[src/design/multi_queue_priority_scheduler_unit_macros.svh]
// assertion macros for the multi-queue priority scheduler
// used by the top level, which provides clk_i and rst_ni
`ifndef MULTI_QUEUE_PRIORITY_SCHEDULER_UNIT_MACROS_SVH
`define MULTI_QUEUE_PRIORITY_SCHEDULER_UNIT_MACROS_SVH

// same-cycle implication
`define MQPS_ASSERT_IMP(lbl, ante, cons, msg) \
  lbl: assert property (@(posedge clk_i) disable iff (!rst_ni) (ante) |-> (cons)) \
    else $error(msg);

// next-cycle implication
`define MQPS_ASSERT_NXT(lbl, ante, cons, msg) \
  lbl: assert property (@(posedge clk_i) disable iff (!rst_ni) (ante) |=> (cons)) \
    else $error(msg);

`endif

[src/design/mqps_pkg.sv]
// types and constants for the multi-queue priority scheduler
// no dependencies
package mqps_pkg;

  localparam int unsigned QN_W  = 4;
  localparam int unsigned CNT_W = 7;
  localparam int unsigned PRI_W = 16;
  localparam int unsigned ID_W  = 16;

  typedef enum logic [1:0] {
    FUNC_ASSIGN  = 2'd0,
    FUNC_MERGE   = 2'd1,
    FUNC_EXECUTE = 2'd2,
    FUNC_NOP     = 2'd3
  } func_e;

  typedef enum logic [2:0] {
    KIND_SIZE     = 3'd0,
    KIND_REFUSED  = 3'd1,
    KIND_MERGE    = 3'd2,
    KIND_EXEC     = 3'd3,
    KIND_EMPTY    = 3'd4,
    KIND_OVERFLOW = 3'd5
  } kind_e;

  typedef enum logic [3:0] {
    ST_IDLE,
    ST_ASSIGN_CHK,
    ST_FREE,
    ST_MERGE_CHK,
    ST_MERGE_SUM,
    ST_RELABEL,
    ST_SCAN,
    ST_DECIDE,
    ST_EMIT
  } state_e;

  typedef struct packed {
    logic [QN_W-1:0]  owner;
    logic [PRI_W-1:0] pri;
    logic [ID_W-1:0]  tsk;
  } slot_t;

  typedef struct packed {
    logic             found;
    logic [PRI_W-1:0] pri;
    logic [ID_W-1:0]  tsk;
  } best_t;

endpackage

[src/design/mqps_best.sv]
// running best-slot tracker: highest priority, then lowest task id, then first seen
// depends on mqps_pkg
module mqps_best import mqps_pkg::*; #(
  parameter int unsigned PW = 8
) (
  input  logic             clk_i,
  input  logic             rst_ni,
  input  logic             clear_i,
  input  logic             en_i,
  input  logic [PRI_W-1:0] pri_i,
  input  logic [ID_W-1:0]  tsk_i,
  input  logic [PW-1:0]    idx_i,
  output best_t            best_o,
  output logic [PW-1:0]    idx_o
);

  logic             found_q;
  logic [PRI_W-1:0] pri_q;
  logic [ID_W-1:0]  tsk_q;
  logic [PW-1:0]    idx_q;
  logic             take;

  assign take = en_i && (!found_q || (pri_i > pri_q) ||
                         ((pri_i == pri_q) && (tsk_i < tsk_q)));

  always_ff @(posedge clk_i or negedge rst_ni) begin
    if (!rst_ni) begin
      found_q <= 1'b0;
    end else if (clear_i) begin
      found_q <= 1'b0;
    end else if (take) begin
      found_q <= 1'b1;
    end
  end

  always_ff @(posedge clk_i) begin
    if (take && !clear_i) begin
      pri_q <= pri_i;
      tsk_q <= tsk_i;
      idx_q <= idx_i;
    end
  end

  assign best_o = '{found: found_q, pri: pri_q, tsk: tsk_q};
  assign idx_o  = idx_q;

endmodule

[config.mk]
export PLATFORM = sky130hd
export DESIGN_NAME = mqps_best
export DESIGN_NICKNAME = d
export VERILOG_FILES = /design/src/design/multi_queue_priority_scheduler_unit_macros.svh /design/src/design/mqps_pkg.sv /design/src/design/mqps_best.sv
export SDC_FILE = /design/constraint.sdc
export NUM_CORES = 1
export LEC_CHECK = 0
export ABC_AREA = 1
export BUFFER_PORTS_ARGS = -buffer_cell sky130_fd_sc_hd__buf_2
export CAP_MARGIN = 40
export CORE_MARGIN = 2
export CORE_UTILIZATION = 30
export DETAILED_ROUTE_END_ITERATION = 12
export PLACE_DENSITY = 0.55
export SETUP_SLACK_MARGIN = 0.2
export SYNTH_ARGS = -nofsm -noshare
export SYNTH_HDL_FRONTEND = slang
export SYNTH_SLANG_ARGS = --single-unit
[constraint.sdc]
create_clock -name clk_i -period 4.98 [get_ports clk_i]
set_input_delay 0.996 -clock clk_i [delete_from_list [all_inputs] [get_ports clk_i]]
set_output_delay 0.996 -clock clk_i [all_outputs]
set_load 0.02 [all_outputs]
# ---- Word-level counts from Yosys, hierarchy flattened
# Index checks and enable logic that the tools add are counted.
# W data, S select, Z words.
dict set report op_classes {
  n_reduce_logical 8
  shifts 0
  magnitude_cmp 2
  multipliers 0
  n_div 0
  addsub 0
  n_bitwise 0
  n_mux 2
  n_eq_ne 1
}
# operator count
set ops {}
lappend ops {{$eq A16 B16 Y1} 1}
lappend ops {{$gt A16 B16 Y1} 1}
lappend ops {{$lt A16 B16 Y1} 1}
lappend ops {{$logic_and A1 B1 Y1} 3}
lappend ops {{$logic_not A1 Y1} 2}
lappend ops {{$logic_or A1 B1 Y1} 2}
lappend ops {{$mux W1} 2}
lappend ops {{$reduce_bool A2 Y1} 1}
dict set report word_totals {
  out_inout_bits 41
  wordCells 17
  latchBits 0
  register_bits 41
  mem_count 0
  ram_bits 0
  in_bits 44
  romBits 0
}

# ---- Logic depth before layout (Yosys ltp)
# Gate-level depths: netlist (run 1).
dict set report logic_depth {
  ltp_word 6
  ltp_mapped 13
}

# ---- Worst setup path before layout (run 1)
# No wires, ideal clock.
dict set report synth_timing {
  path_kind {input -> register}
  startpoint {in pri_i[15]}
  endpoint {reg idx_q[0], in the netlist idx_o[0], enable pin}
  path_stages 11
  path_buffers 0
  required_ns 4.585
  slack_ns 1.878
  arrival_time_ns 2.707
  cell_sequence {ha_1 nand2_1 nor2_2 nand3b_1 nor2_2 nand2_1 nor2_2 nand2_1 nand3_1 nand2_1 inv_1}
}
dict set report synth_via {
  elab_chain_cells 5
  word_cells_on_any_way 7
}
# item line_no
set synth_rtl {}
lappend synth_rtl {{start: declaration} mqps_best.sv:10} ;# input logic [PRI_W-1:0] pri_i,
lappend synth_rtl {{$gt A16 B16 Y1 or $eq A16 B16 Y1 (tied branches)} {mqps_best.sv:23, mqps_best.sv:24}}
lappend synth_rtl {{$logic_or A1 B1 Y1 or $logic_and A1 B1 Y1 (tied branches)} {mqps_best.sv:23, mqps_best.sv:24}}
lappend synth_rtl {{$logic_or A1 B1 Y1 (*)} mqps_best.sv:23} ;# assign take = en_i && (!found_q || (pri_i > pri_q) ||
lappend synth_rtl {{$logic_and A1 B1 Y1 (*)} mqps_best.sv:23}
lappend synth_rtl {{$logic_and A1 B1 Y1 (*)} mqps_best.sv:37} ;# if (take && !clear_i) begin
lappend synth_rtl {{end signal: assignment} mqps_best.sv:40} ;# idx_q <= idx_i;
lappend synth_rtl {{end: declaration} mqps_best.sv:20} ;# logic [PW-1:0] idx_q;
# Mark *: on every way between the ends. The rest lies on a longest branch, timed or not.
# A chain may end at the register's enable or synchronous reset.

# ---- Final worst setup path (run 1)
dict set report layout_timing {
  startpoint {in pri_i[15]}
  endpoint {reg pri_q[12], enable pin}
}
dict set report layout_via {
  elab_chain_cells 5
  word_cells_on_any_way 7
}
# item line_no
set layout_rtl {}
lappend layout_rtl {{$gt A16 B16 Y1 or $eq A16 B16 Y1 (tied branches)} {mqps_best.sv:23, mqps_best.sv:24}}
lappend layout_rtl {{$logic_or A1 B1 Y1 or $logic_and A1 B1 Y1 (tied branches)} {mqps_best.sv:23, mqps_best.sv:24}}
lappend layout_rtl {{$logic_or A1 B1 Y1 (*)} mqps_best.sv:23}
lappend layout_rtl {{$logic_and A1 B1 Y1 (*)} mqps_best.sv:23}
lappend layout_rtl {{$logic_and A1 B1 Y1 (*)} mqps_best.sv:37}
lappend layout_rtl {{end signal: assignment} mqps_best.sv:38} ;# pri_q <= pri_i;
lappend layout_rtl {{end: declaration} mqps_best.sv:18} ;# logic [PRI_W-1:0] pri_q;
# Marks and branches as above.

==> metrics.md, run 1 <==
| Metric | Value |
|---|---|
| M1 GR Usage | 0.139 |
| Synth cell types | 19 |
| Initial antenna violation count | 0 |
| CTS root buf | clkbuf_8 |
| PD cells | roughly 260 nW/um^2 |
| Total number of vias | ~1.6k |
| Rows | 30 |
| # DRC | 0 |
| Gate Count Post-Synth | ~200 |
| GRT met2 Usage | 0.164 |
| Min Tclk post-route | ~2700 ps |
| GRT Resource Usage Total | 0.107 |
| Sequential-to-total area share from yosys stat | 0.572 |
| Num ports | 85 |
| Pre-CTS setup slack | between 1500 and 2000 ps |
| Met3 usage | 0.0476 |
| Global route overflow | 0 |
| Reg2Reg Depth | 13 |
| Max transition margin | 0.763 |
| Final Cycle Share | 0.538 |
| Reg-to-Reg End | pri_q[12] |
| Yosys reg bits | 41 |
| Postcts setup bufs | 0 |
| WP data arrival | between 2000 and 3000 ps |
| Crit-path max FO | 26 |
| Hold Buf Count CTS | 0 |
| Vias in the first global route | between 1k and 1.5k |
| CTS buffer count | 5 |
| Final setup viols | 0 |
| Clock skew | just under 7 ps |
| CP Launch Point | pri_i[15] |
| TNS Setup | 0 ps |
| Synth Cell Area | 2140 um^2 |
| Req. time, crit path | between 4000 and 5000 ps |
| Antenna-violating nets left | 0 |
| Max frequency | between 300 and 400 MHz |
| Max Cap Violations | 0 |
| WL final | 4250 um |
| VDD IR max | ~0.092 mV |
| Area delta synth->final | 29.6% |
| Outcome | complete, no violations |
| Busiest grt layer | met2 |
| Worst Hold Class | primary input to asynchronous set/reset pin |
| Util after Layout | 0.404 |
| Die Width | just under 90 um |
| Largest net degree at the start of global routing | 27 |
| Clock Pin Slew Worst Setup and Hold Paths | 70 ps |
| Die Y | 88.5 um |
| Initial drt markers | 46 |
| RSZ-0062 raised after global routing | no |
| Pre-antenna DRT Iters | 4 |
| Flop2flop setup slack | about 2700 ps |
| Setup CP Type | primary input to flop |
| CP Capture Type | flop |
| First-pass GRT wire length | between 6000 and 7000 um |
| Full die area | approximately 7800 um^2 |
| IO Port Bufs | 84 |
| Final nets | ~360 |
| Syn nets | 270 |
| Starting Density | 0.312 |
| Layout cells sized above 1 | 0.359 |
| CP startpoint kind | primary input |
| YS warnings | 0 |
| Clk buf depth | 2 |
| Setup slack after layout | 2300 ps |
| Worst skew pair latency | about 290 ps |
| Synth Area per Inst | 11.0 um^2 |
| H-tree Lvls | 2 |
| Final hold vios | 0 |
| CTS tree | yes |
| DP HPWL | roughly 3400 um |
| Total power | roughly 0.00073 W |
| Slew Viols, Final | 0 |
| Antenna diode count | 0 |
| Via/cell ratio | 4.11 |
| CORE AREA | between 6000 and 7000 um^2 |
| Post-CTS sizing | 0 |
| Final Wtd Congestion | roughly 0.7 |
| Drt wl/cell | approximately 11 um |
| TritonCTS Sinks | 41 |
| Worst-Margin Slew | between 300 and 400 ps |
| Filler Cells Inserted | 705 |
| RR Startpoint | pri_q[15] |
| Leak pwr | between 1 and 1.5 nW |
==> synthesized netlist by cell type <==
cell      number  area [um^2]
inv_1         44          165
edfxtp_1      40         1200
nand2_1       39          146
ha_1          31          388
a21oi_1       11         55.1
nor2_1         7         26.3
nand3_1        4         20.0
nand2_2        3         18.8
nor2_2         3         18.8
inv_2          2         7.51
o21ai_0        2         10.0
o21ai_1        2         10.0
and2_2         1         7.51
buf_4          1         7.51
dfrtp_1        1         25.0
nand3b_1       1         7.51
nor2_4         1         11.3
nor3_1         1         5.00
nor4_2         1         12.5
==> worst max-delay path, cell delays in order <==
cell	delay (ps)
buf_2	110
ha_1	280
nand2_1	70
nor2_2	140
nand3b_1	110
nor2_2	110
nand2_1	70
nor2_2	70
nand2_1	60
nand3_1	60
nand2_1	60
inv_2	270
buf_12	250
==> cell usage in the layout, fill, tap and decap left out <==
master | netlist | routed
buf_12 | 0 | 1
clkbuf_8 | 0 | 5
nor2_1 | 7 | 7
and2_2 | 1 | 1
clkinv_2 | 0 | 1
nand3b_1 | 1 | 1
o21ai_0 | 2 | 2
inv_1 | 44 | 43
nor2_2 | 3 | 3
nand3_1 | 4 | 4
buf_2 | 0 | 84
ha_1 | 31 | 31
clkinv_1 | 0 | 2
nand2_1 | 39 | 39
nand2_2 | 3 | 3
nor3_1 | 1 | 1
dfrtp_1 | 1 | 1
o21ai_1 | 2 | 2
a21oi_1 | 11 | 11
edfxtp_1 | 40 | 40
inv_2 | 2 | 3
nor4_2 | 1 | 1
nor2_4 | 1 | 1
==> cell families after synthesis <==
group,after synthesis,share of synthesized area
adders and majority gates,31,0.181
AOI/OAI and AO/OA,15,0.0350
buffers and inverters,47,0.0841
and+or+nand+nor,61,0.128
DFF,41,0.572
==> report_power, final <==
group | internal, W | switching, W
logic | 0.0000468 | 0.0000717
clock network | 0.0000945 | 0.000112
registers | 0.000397 | 0.00000634
==> per-layer routing <==
layer	part of all wire	up-vias
met5	0	-
met2	0.44	58
met1	0.46	691
met4	0.0075	0
met3	0.088	4
li1	-	820
==> through the flow <==
stage	std cells	hold WS [ps]	cell area, um^2
after floorplan	195	486	2140
after global placement	374	516	2680
after detailed placement	375	519	2700
after CTS	383	457	2780
after global routing	383	450	2780
final	383	472	2780
==> sequential cells by signal (all words and copies together) (netlist names) <==
name,cells
found_q,1
idx_o,8
pri_q,16
tsk_q,16
==> cell type report <==
| type | instances | area [um^2] | area share |
|---|---|---|---|
| Clock inverter | 3 | 12.5 | 0.00450 |
| Sequential cell | 41 | 1230 | 0.441 |
| Inverter | 46 | 173 | 0.0622 |
| Clock buffer | 5 | 68.8 | 0.0248 |
| Tap cell | 96 | 120 | 0.0432 |
| Timing Repair Buffer | 85 | 440 | 0.159 |
| Multi-Input combinational cell | 107 | 737 | 0.265 |
==> worst max path at each step <==
stage                      endpoint  cells after the start
after global routing      pri_q[11]                     13
after global placement     idx_o[5]                     12
after CTS                 pri_q[14]                     13
after detailed placement   pri_q[3]                     13
after floorplan            idx_o[0]                     11
final                     pri_q[12]                     13
No activity file was read; power rests on OpenSTA's default activity.
==> run 2, diff against run 1 <==
ABC_AREA = 0   (was 1)
PLACE_DENSITY = 0.57   (was 0.55)
clock period = 2.2 ns   (was 4.98 ns; I/O delays follow)
==> metrics.md, run 2 <==
| Metric | Value |
|---|---|
| Outcome | finished with violations (was complete, no violations) |
| Violated checks | negative setup slack |
| Count of flip-flops with a built-in enable after synthesis | 40 (unchanged) |
| Vias in the first global route | 1627 (was 1365) |
| Gate Count Post-Synth | 154 (was 195) |
| Post-Synth Simple-Gate Area | 0.0623 (was 0.128) |
| CP startpoint kind | flop (was primary input) |
| Met3 WL post-DR | 334 um (was 374 um) |
| Layout cells sized above 1 | 0.547 (was 0.359) |
| Final Cycle Share | 1.10 |
| Synth Area in XOR/XNOR | 0 (unchanged) |
| Synth area leaders | edfxtp_1 (58%), ha_1 (19%), inv_1 (5.8%) (was edfxtp_1 (56%), ha_1 (18%), inv_1 (7.7%)) |
| Largest net degree at the start of global routing | 15 (was 27) |
| CORE AREA | 6720 um^2 (was 6870 um^2) |
| Clk buf depth | 2 (unchanged) |
| Starting Density | 0.308 (was 0.312) |
| Hold slack | 310 ps (was 472 ps) |
| Most frequent cells in the layout | buf_2 (84), edfxtp_1 (40), buf_4 (36) (was buf_2 (84), inv_1 (43), edfxtp_1 (40)) |
| Via/cell ratio | 4.41 (was 4.11) |
| IO Port Bufs | 84 (unchanged) |
| Clock skew | 12.9 ps (was 6.86 ps) |
| WL final | 4490 um (was 4250 um) |
| Total number of vias | 1626 (was 1573) |
| Syn nets | 229 (was 270) |
| CTS root buf | clkbuf_8 (unchanged) |
| Req. time, crit path | 2210 ps (was 4970 ps) |
| Sequential-to-total area share from yosys stat | 0.593 (was 0.572) |
| Yosys reg bits | 41 (unchanged) |
| Final nets | 363 (was 361) |
| Worst-Margin Slew | 445 ps (was 354 ps) |
| Clock Pin Slew Worst Setup and Hold Paths | 90 ps (was 70 ps) |
| Antenna-violating nets left | 0 (unchanged) |
| Slew Viols, Final | 0 (unchanged) |
| RSZ-0062 raised after global routing | yes (was no) |
| Setup slack after layout | -228 ps (was 2300 ps) |
| Async SR Flop Fraction | 0.0244 (unchanged) |
| Worst Hold Class | primary input to flop (was primary input to asynchronous set/reset pin) |
| Max transition margin | 0.699 (was 0.763) |
| Synth cell types | 28 (was 19) |
| Die Y | 87.0 um (was 88.5 um) |
| Full die area | 7570 um^2 (was 7840 um^2) |
| Share of the synthesized area in the top cell type | 0.581 (was 0.560) |
| CP Capture Type | flop (unchanged) |
| Top Metal Used | met4 (unchanged) |
| DP HPWL | 3600 um (was 3450 um) |
| CTS buffer count | 5 (unchanged) |
| Cell with the most instances after synthesis | edfxtp_1 (was inv_1) |
| Setup CP Type | flop to flop (was primary input to flop) |
| Largest family of logic cells by synthesized area | adder cells (unchanged) |
| GRT Resource Usage Total | 0.124 (was 0.107) |
| CTS tree | yes (unchanged) |
| Worst skew pair latency | 300 ps (was 290 ps) |
| Global route overflow | 0 (unchanged) |
| Met2 WL | 2160 um (was 1880 um) |
| Final hold vios | 0 (unchanged) |
| Final setup viols | 40 (was 0) |
| Pre-antenna DRT Iters | 4 (unchanged) |
| Most common cell after layout, fill and taps aside | buf_2 (unchanged) |
| Min Tclk post-route | about 2400 ps |
| Final Wtd Congestion | 0.722 (was 0.702) |
| Met1 wire length | 1940 um (was 1970 um) |
| VDD IR max | 0.300 mV (was 0.0915 mV) |
| Compound-Gate Fraction of Synth Area | 0.0950 (was 0.0350) |
| Most frequent cells after synthesis | edfxtp_1 (40), inv_1 (32), ha_1 (31) (was inv_1 (44), edfxtp_1 (40), nand2_1 (39)) |
| Area delta synth->final | 55.6% (was 29.6%) |
| Die Width | 87.0 um (was 88.5 um) |
| Antenna diode count | 0 (unchanged) |
| Util after Layout | 0.479 (was 0.404) |
| Initial antenna violation count | 1 (was 0) |
| Initial drt markers | 59 (was 46) |
| PD cells | 586 nW/um^2 (was 262 nW/um^2) |
| Leak pwr | 1.49 nW (was 1.39 nW) |
| Crit-path max FO | 7 (was 26) |
| Synth Cell Area | 2070 um^2 (was 2140 um^2) |
| Post-synth top flop | edfxtp_1 (unchanged) |
| H-tree Lvls | 2 (unchanged) |
| Post-synthesis mux area share | 0 (unchanged) |
| First-pass GRT wire length | 7280 um (was 6400 um) |
| WP data arrival | 2430 ps (was 2660 ps) |
| Rows | 30 (unchanged) |
| Drt wl/cell | 12.2 um (was 11.1 um) |
| Num ports | 85 (unchanged) |
| Area share of fa/ha/maj cells after synthesis | 0.188 (was 0.181) |
| Synth Area per Inst | 13.4 um^2 (was 11.0 um^2) |
| YS warnings | 0 (unchanged) |
| # DRC | 0 (unchanged) |
| TritonCTS Sinks | 41 (unchanged) |
| Yosys top cell by area | edfxtp_1 (unchanged) |
| Max Cap Violations | 0 (unchanged) |
| TNS Setup | -8660 ps (was 0 ps) |
| Max frequency | around 410 MHz |
-- run 2: area by class of cell --
type | instances | area, um^2
Tap cell | 80 | 100
Clock inverter | 3 | 46.3
Clock buffer | 5 | 68.8
Inverter | 32 | 120
Timing Repair Buffer | 128 | 805
Fill cell | 615 | 3500
Multi-Input combinational cell | 80 | 851
Sequential cell | 41 | 1230
-- run 2: final timing paths --
| check | from | to | slack, ps | cells past startpoint |
|---|---|---|---|---|
| max in group asynchronous | rst_ni | found_q | 1670 | 2 |
| min in group asynchronous | rst_ni | found_q | 440 | 2 |
| min reg2reg | found_q | found_q | 540 | 2 |
| max | tsk_q[1] | tsk_q[1] | -230 | 8 |
| min | idx_i[4] | idx_o[4] | 310 | 1 |
| max reg2reg | tsk_q[1] | tsk_q[1] | -230 | 8 |
-- run 2: cell families (layout without fill, tap and decap cells) --
kind of cell               after synthesis  in the layout
DFF                                     41             41
buffers and inverters                   33            168
adders and majority gates               31             31
AOI/OAI and AO/OA                       25             25
and+or+nand+nor                         24             24
-- run 2: worst max-delay path: stages (launching register included) --
cell and delay, ps:
edfxtp_1 410, inv_2 90, ha_4 200, a2111oi_4 340, nor4_4 80, o41a_1 420
a311oi_4 300, buf_6 180, buf_6 140
-- run 2: layer usage --
metal | vias to the layer above | global-route usage
met2 | 50 | 0.206
met4 | 0 | 0.0341
met5 | - | 0
li1 | 832 | -
met1 | 739 | 0.152
met3 | 5 | 0.0445
-- run 2: repair_timing --
item                                   in CTS  in global routing
hold buffers                                1                  0
cloned                                      1                  1
gates resized for setup                    17                  5
setup endpoints to repair                  40                 40
buffers inserted                            6                  1
pin swaps                                   8                  4
endpoints found under the hold margin       1                  0
-- run 2: metrics by stage --
stage	cells	instance area, um^2	power [W]	worst slack, ps
after global routing	369	3220	0.00199	-344
after floorplan	154	2150	0.00110	-971
final	369	3220	0.00188	-228
after global placement	351	2920	0.00124	-468
after detailed placement	351	2920	0.00125	-496
after CTS	367	3170	0.00191	-270
-- run 2: power by group --
| part | internal (W) | leakage [nW] | total, W | switching, W |
|---|---|---|---|---|
| registers | 0.000899 | 0.385 | 0.000915 | 0.0000161 |
| logic | 0.000174 | 1.05 | 0.000348 | 0.000174 |
| clock network | 0.000340 | 0.0543 | 0.000620 | 0.000280 |
| total | 0.00141 | 1.49 | 0.00188 | 0.000470 |
==> run 3, diff against run 2 <==
REMOVE_ABC_BUFFERS = 1   (was unset)
==> metrics.md, run 3 (synthesized netlist as in run 2, its figures left out) <==
| Metric | Value |
|---|---|
| Outcome | finished with violations (unchanged) |
| Violated checks | negative setup slack (unchanged) |
| Met1 wire length | 1980 um (was 1940 um) |
| H-tree Lvls | 2 (unchanged) |
| Area delta synth->final | 52.5% (was 55.6%) |
| Die Y | 87.0 um (unchanged) |
| Clock Pin Slew Worst Setup and Hold Paths | 80 ps (was 90 ps) |
| Setup CP Type | flop to flop (unchanged) |
| Most common cell after layout, fill and taps aside | buf_2 (unchanged) |
| Hold depth | 1 (unchanged) |
| Final setup viols | 40 (unchanged) |
| Flop2flop setup slack | -290 ps (was -230 ps) |
| # DRC | 0 (unchanged) |
| Min Tclk post-route | 2490 ps (was 2430 ps) |
| CP Capture Type | flop (unchanged) |
| Worst Hold Class | primary input to flop (unchanged) |
| Setup slack after layout | -286 ps (was -228 ps) |
| Sw Ratio | 0.229 (was 0.250) |
| Final Wtd Congestion | 0.672 (was 0.722) |
| CORE AREA | 6720 um^2 (unchanged) |
| Pre-antenna DRT Iters | 3 (was 4) |
| Max transition margin | 0.578 (was 0.699) |
| Total number of vias | 1615 (was 1626) |
| Final Cycle Share | 1.13 (was 1.10) |
| TritonCTS Sinks | 41 (unchanged) |
| First-pass GRT wire length | 7090 um (was 7280 um) |
| Die Width | 87.0 um (unchanged) |
| PD cells | 622 nW/um^2 (was 586 nW/um^2) |
| Final hold vios | 0 (unchanged) |
| Max Cap Violations | 0 (unchanged) |
| WL final | 4420 um (was 4490 um) |
| Via/cell ratio | 4.40 (was 4.41) |
| Reg2Reg Depth | 10 (was 8) |
| DP HPWL | 3470 um (was 3600 um) |
| Largest net degree at the start of global routing | 20 (was 15) |
| Full die area | 7570 um^2 (unchanged) |
| Antenna diode count | 0 (unchanged) |
| Final nets | 361 (was 363) |
| Max frequency | 402 MHz (was 412 MHz) |
| Vias in the first global route | 1560 (was 1627) |
| Met3 WL post-DR | 276 um (was 334 um) |
| Met2 WL | 2120 um (was 2160 um) |
| Gate power share | 0.169 (was 0.185) |
| Starting Density | 0.308 (unchanged) |
| Min-Delay Endpoint | idx_o[6] (was idx_o[4]) |
| Rows | 30 (unchanged) |
| WP data arrival | 2490 ps (was 2430 ps) |
| GRT Resource Usage Total | 0.123 (was 0.124) |
| CTS root buf | clkbuf_8 (unchanged) |
| Clk buf depth | 2 (unchanged) |
| Antenna-violating nets left | 0 (unchanged) |
| Initial drt markers | 33 (was 59) |
| Worst-Margin Slew | 625 ps (was 445 ps) |
| TNS Setup | -10830 ps (was -8660 ps) |
| VDD IR max | 0.238 mV (was 0.300 mV) |
| Leak pwr | 1.49 nW (about the same) |
| Internal power | 0.00151 W (was 0.00141 W) |
| Slew Viols, Final | 0 (unchanged) |
| Filler Cells Inserted | 653 (was 615) |
| CP startpoint kind | flop (unchanged) |
| IO Port Bufs | 84 (unchanged) |
| Global route overflow | 0 (unchanged) |
| Drt wl/cell | 12.0 um (was 12.2 um) |
| RR Startpoint | tsk_q[13] (was tsk_q[1]) |
| Top Metal Used | met4 (unchanged) |
| Power share of the clock group | 0.364 (was 0.329) |
| Num ports | 85 (unchanged) |
| RSZ-0062 raised after global routing | yes (unchanged) |
| Clock skew | 8.53 ps (was 12.9 ps) |
| CTS tree | yes (unchanged) |
| Crit-path max FO | 19 (was 7) |
| Most frequent cells in the layout | buf_2 (84), edfxtp_1 (40), buf_4 (37) (was buf_2 (84), edfxtp_1 (40), buf_4 (36)) |
| Hold path start | idx_i[6] (was idx_i[4]) |
| Initial antenna violation count | 0 (was 1) |
| Sequential share of power | 0.466 (was 0.486) |
| Worst skew pair latency | 290 ps (was 300 ps) |
| CTS buffer count | 5 (unchanged) |
| Reg-to-Reg End | tsk_q[5] (was tsk_q[1]) |
| Layout cells sized above 1 | 0.519 (was 0.547) |
| Req. time, crit path | 2200 ps (was 2210 ps) |
| Hold slack | 316 ps (was 310 ps) |
| P_sw | 0.000449 W (was 0.000470 W) |
==> run 3: cell count changes in the layout (fill, tap and decap cells not counted), moves of 2 or more <==
cell	previous run	this run
o21ai_1	2	0
inv_1	26	29
buf_8	3	0
o21ai_0	0	2
ha_1	24	27
ha_4	7	4
inv_2	6	3
==> run 3: power groups by stage <==
stage / logic [W] / registers, W / clock network, W
after floorplan: 0.000106 / 0.000978 / 0
after global placement: 0.000306 / 0.000932 / 0
after detailed placement: 0.000310 / 0.000932 / 0
after CTS: 0.000334 / 0.000915 / 0.000740
after global routing: 0.000370 / 0.000919 / 0.000782
final: 0.000332 / 0.000914 / 0.000714
==> run 3: worst max-delay path by stage <==
stage,slack [ps],startpoint,to
floorplan,-3010,tsk_q[13],idx_o[0]
global route,-390,tsk_q[15],tsk_q[8]
detailed placement,-530,tsk_i[14],pri_q[12]
CTS,-280,tsk_q[13],tsk_q[2]
finish,-290,tsk_q[13],tsk_q[5]
global placement,-530,pri_i[14],pri_q[6]
==> run 3: final cells by class <==
cell class | instances | area [um^2] | area share
Sequential cell | 41 | 1230 | 0.389
Multi-Input combinational cell | 80 | 811 | 0.257
Clock buffer | 5 | 68.8 | 0.0218
Timing Repair Buffer | 126 | 762 | 0.242
Inverter | 32 | 120 | 0.0381
Tap cell | 80 | 100 | 0.0317
Clock inverter | 3 | 65.1 | 0.0206
==> run 3: stage by stage <==
stage	setup slack (ps)	std cells	instance area (um^2)	power, W	utilization
floorplan	-3010	153	2060	0.00108	-
global placement	-530	352	2870	0.00124	0.428
detailed placement	-533	352	2870	0.00124	0.428
CTS	-278	366	3130	0.00199	0.466
global route	-390	367	3150	0.00207	0.469
finish	-286	367	3150	0.00196	0.469
==> run 3: what timing repair did <==
action                     CTS  global route
hold endpoints to repair     1             0
gates cloned                 1             0
hold buffers                 1             0
gates resized for setup     16             1
setup endpoints to repair   40            40
setup buffers                4             1
pin swaps                    5             0
==> run 3: routing by layer <==
layer,GRT usage,vias up
li1,-,821
met1,0.156,738
met2,0.197,51
met3,0.0408,5
met4,0.0426,0
met5,0,-
==> run 3: critical path, stage by stage (launching register included) <==
cell	delay, ps
edfxtp_1	410
inv_2	80
ha_4	190
nand4_1	150
buf_4	150
nor2_2	40
o2bb2ai_2	120
o41a_1	440
a311oi_4	270
buf_6	160
buf_12	160
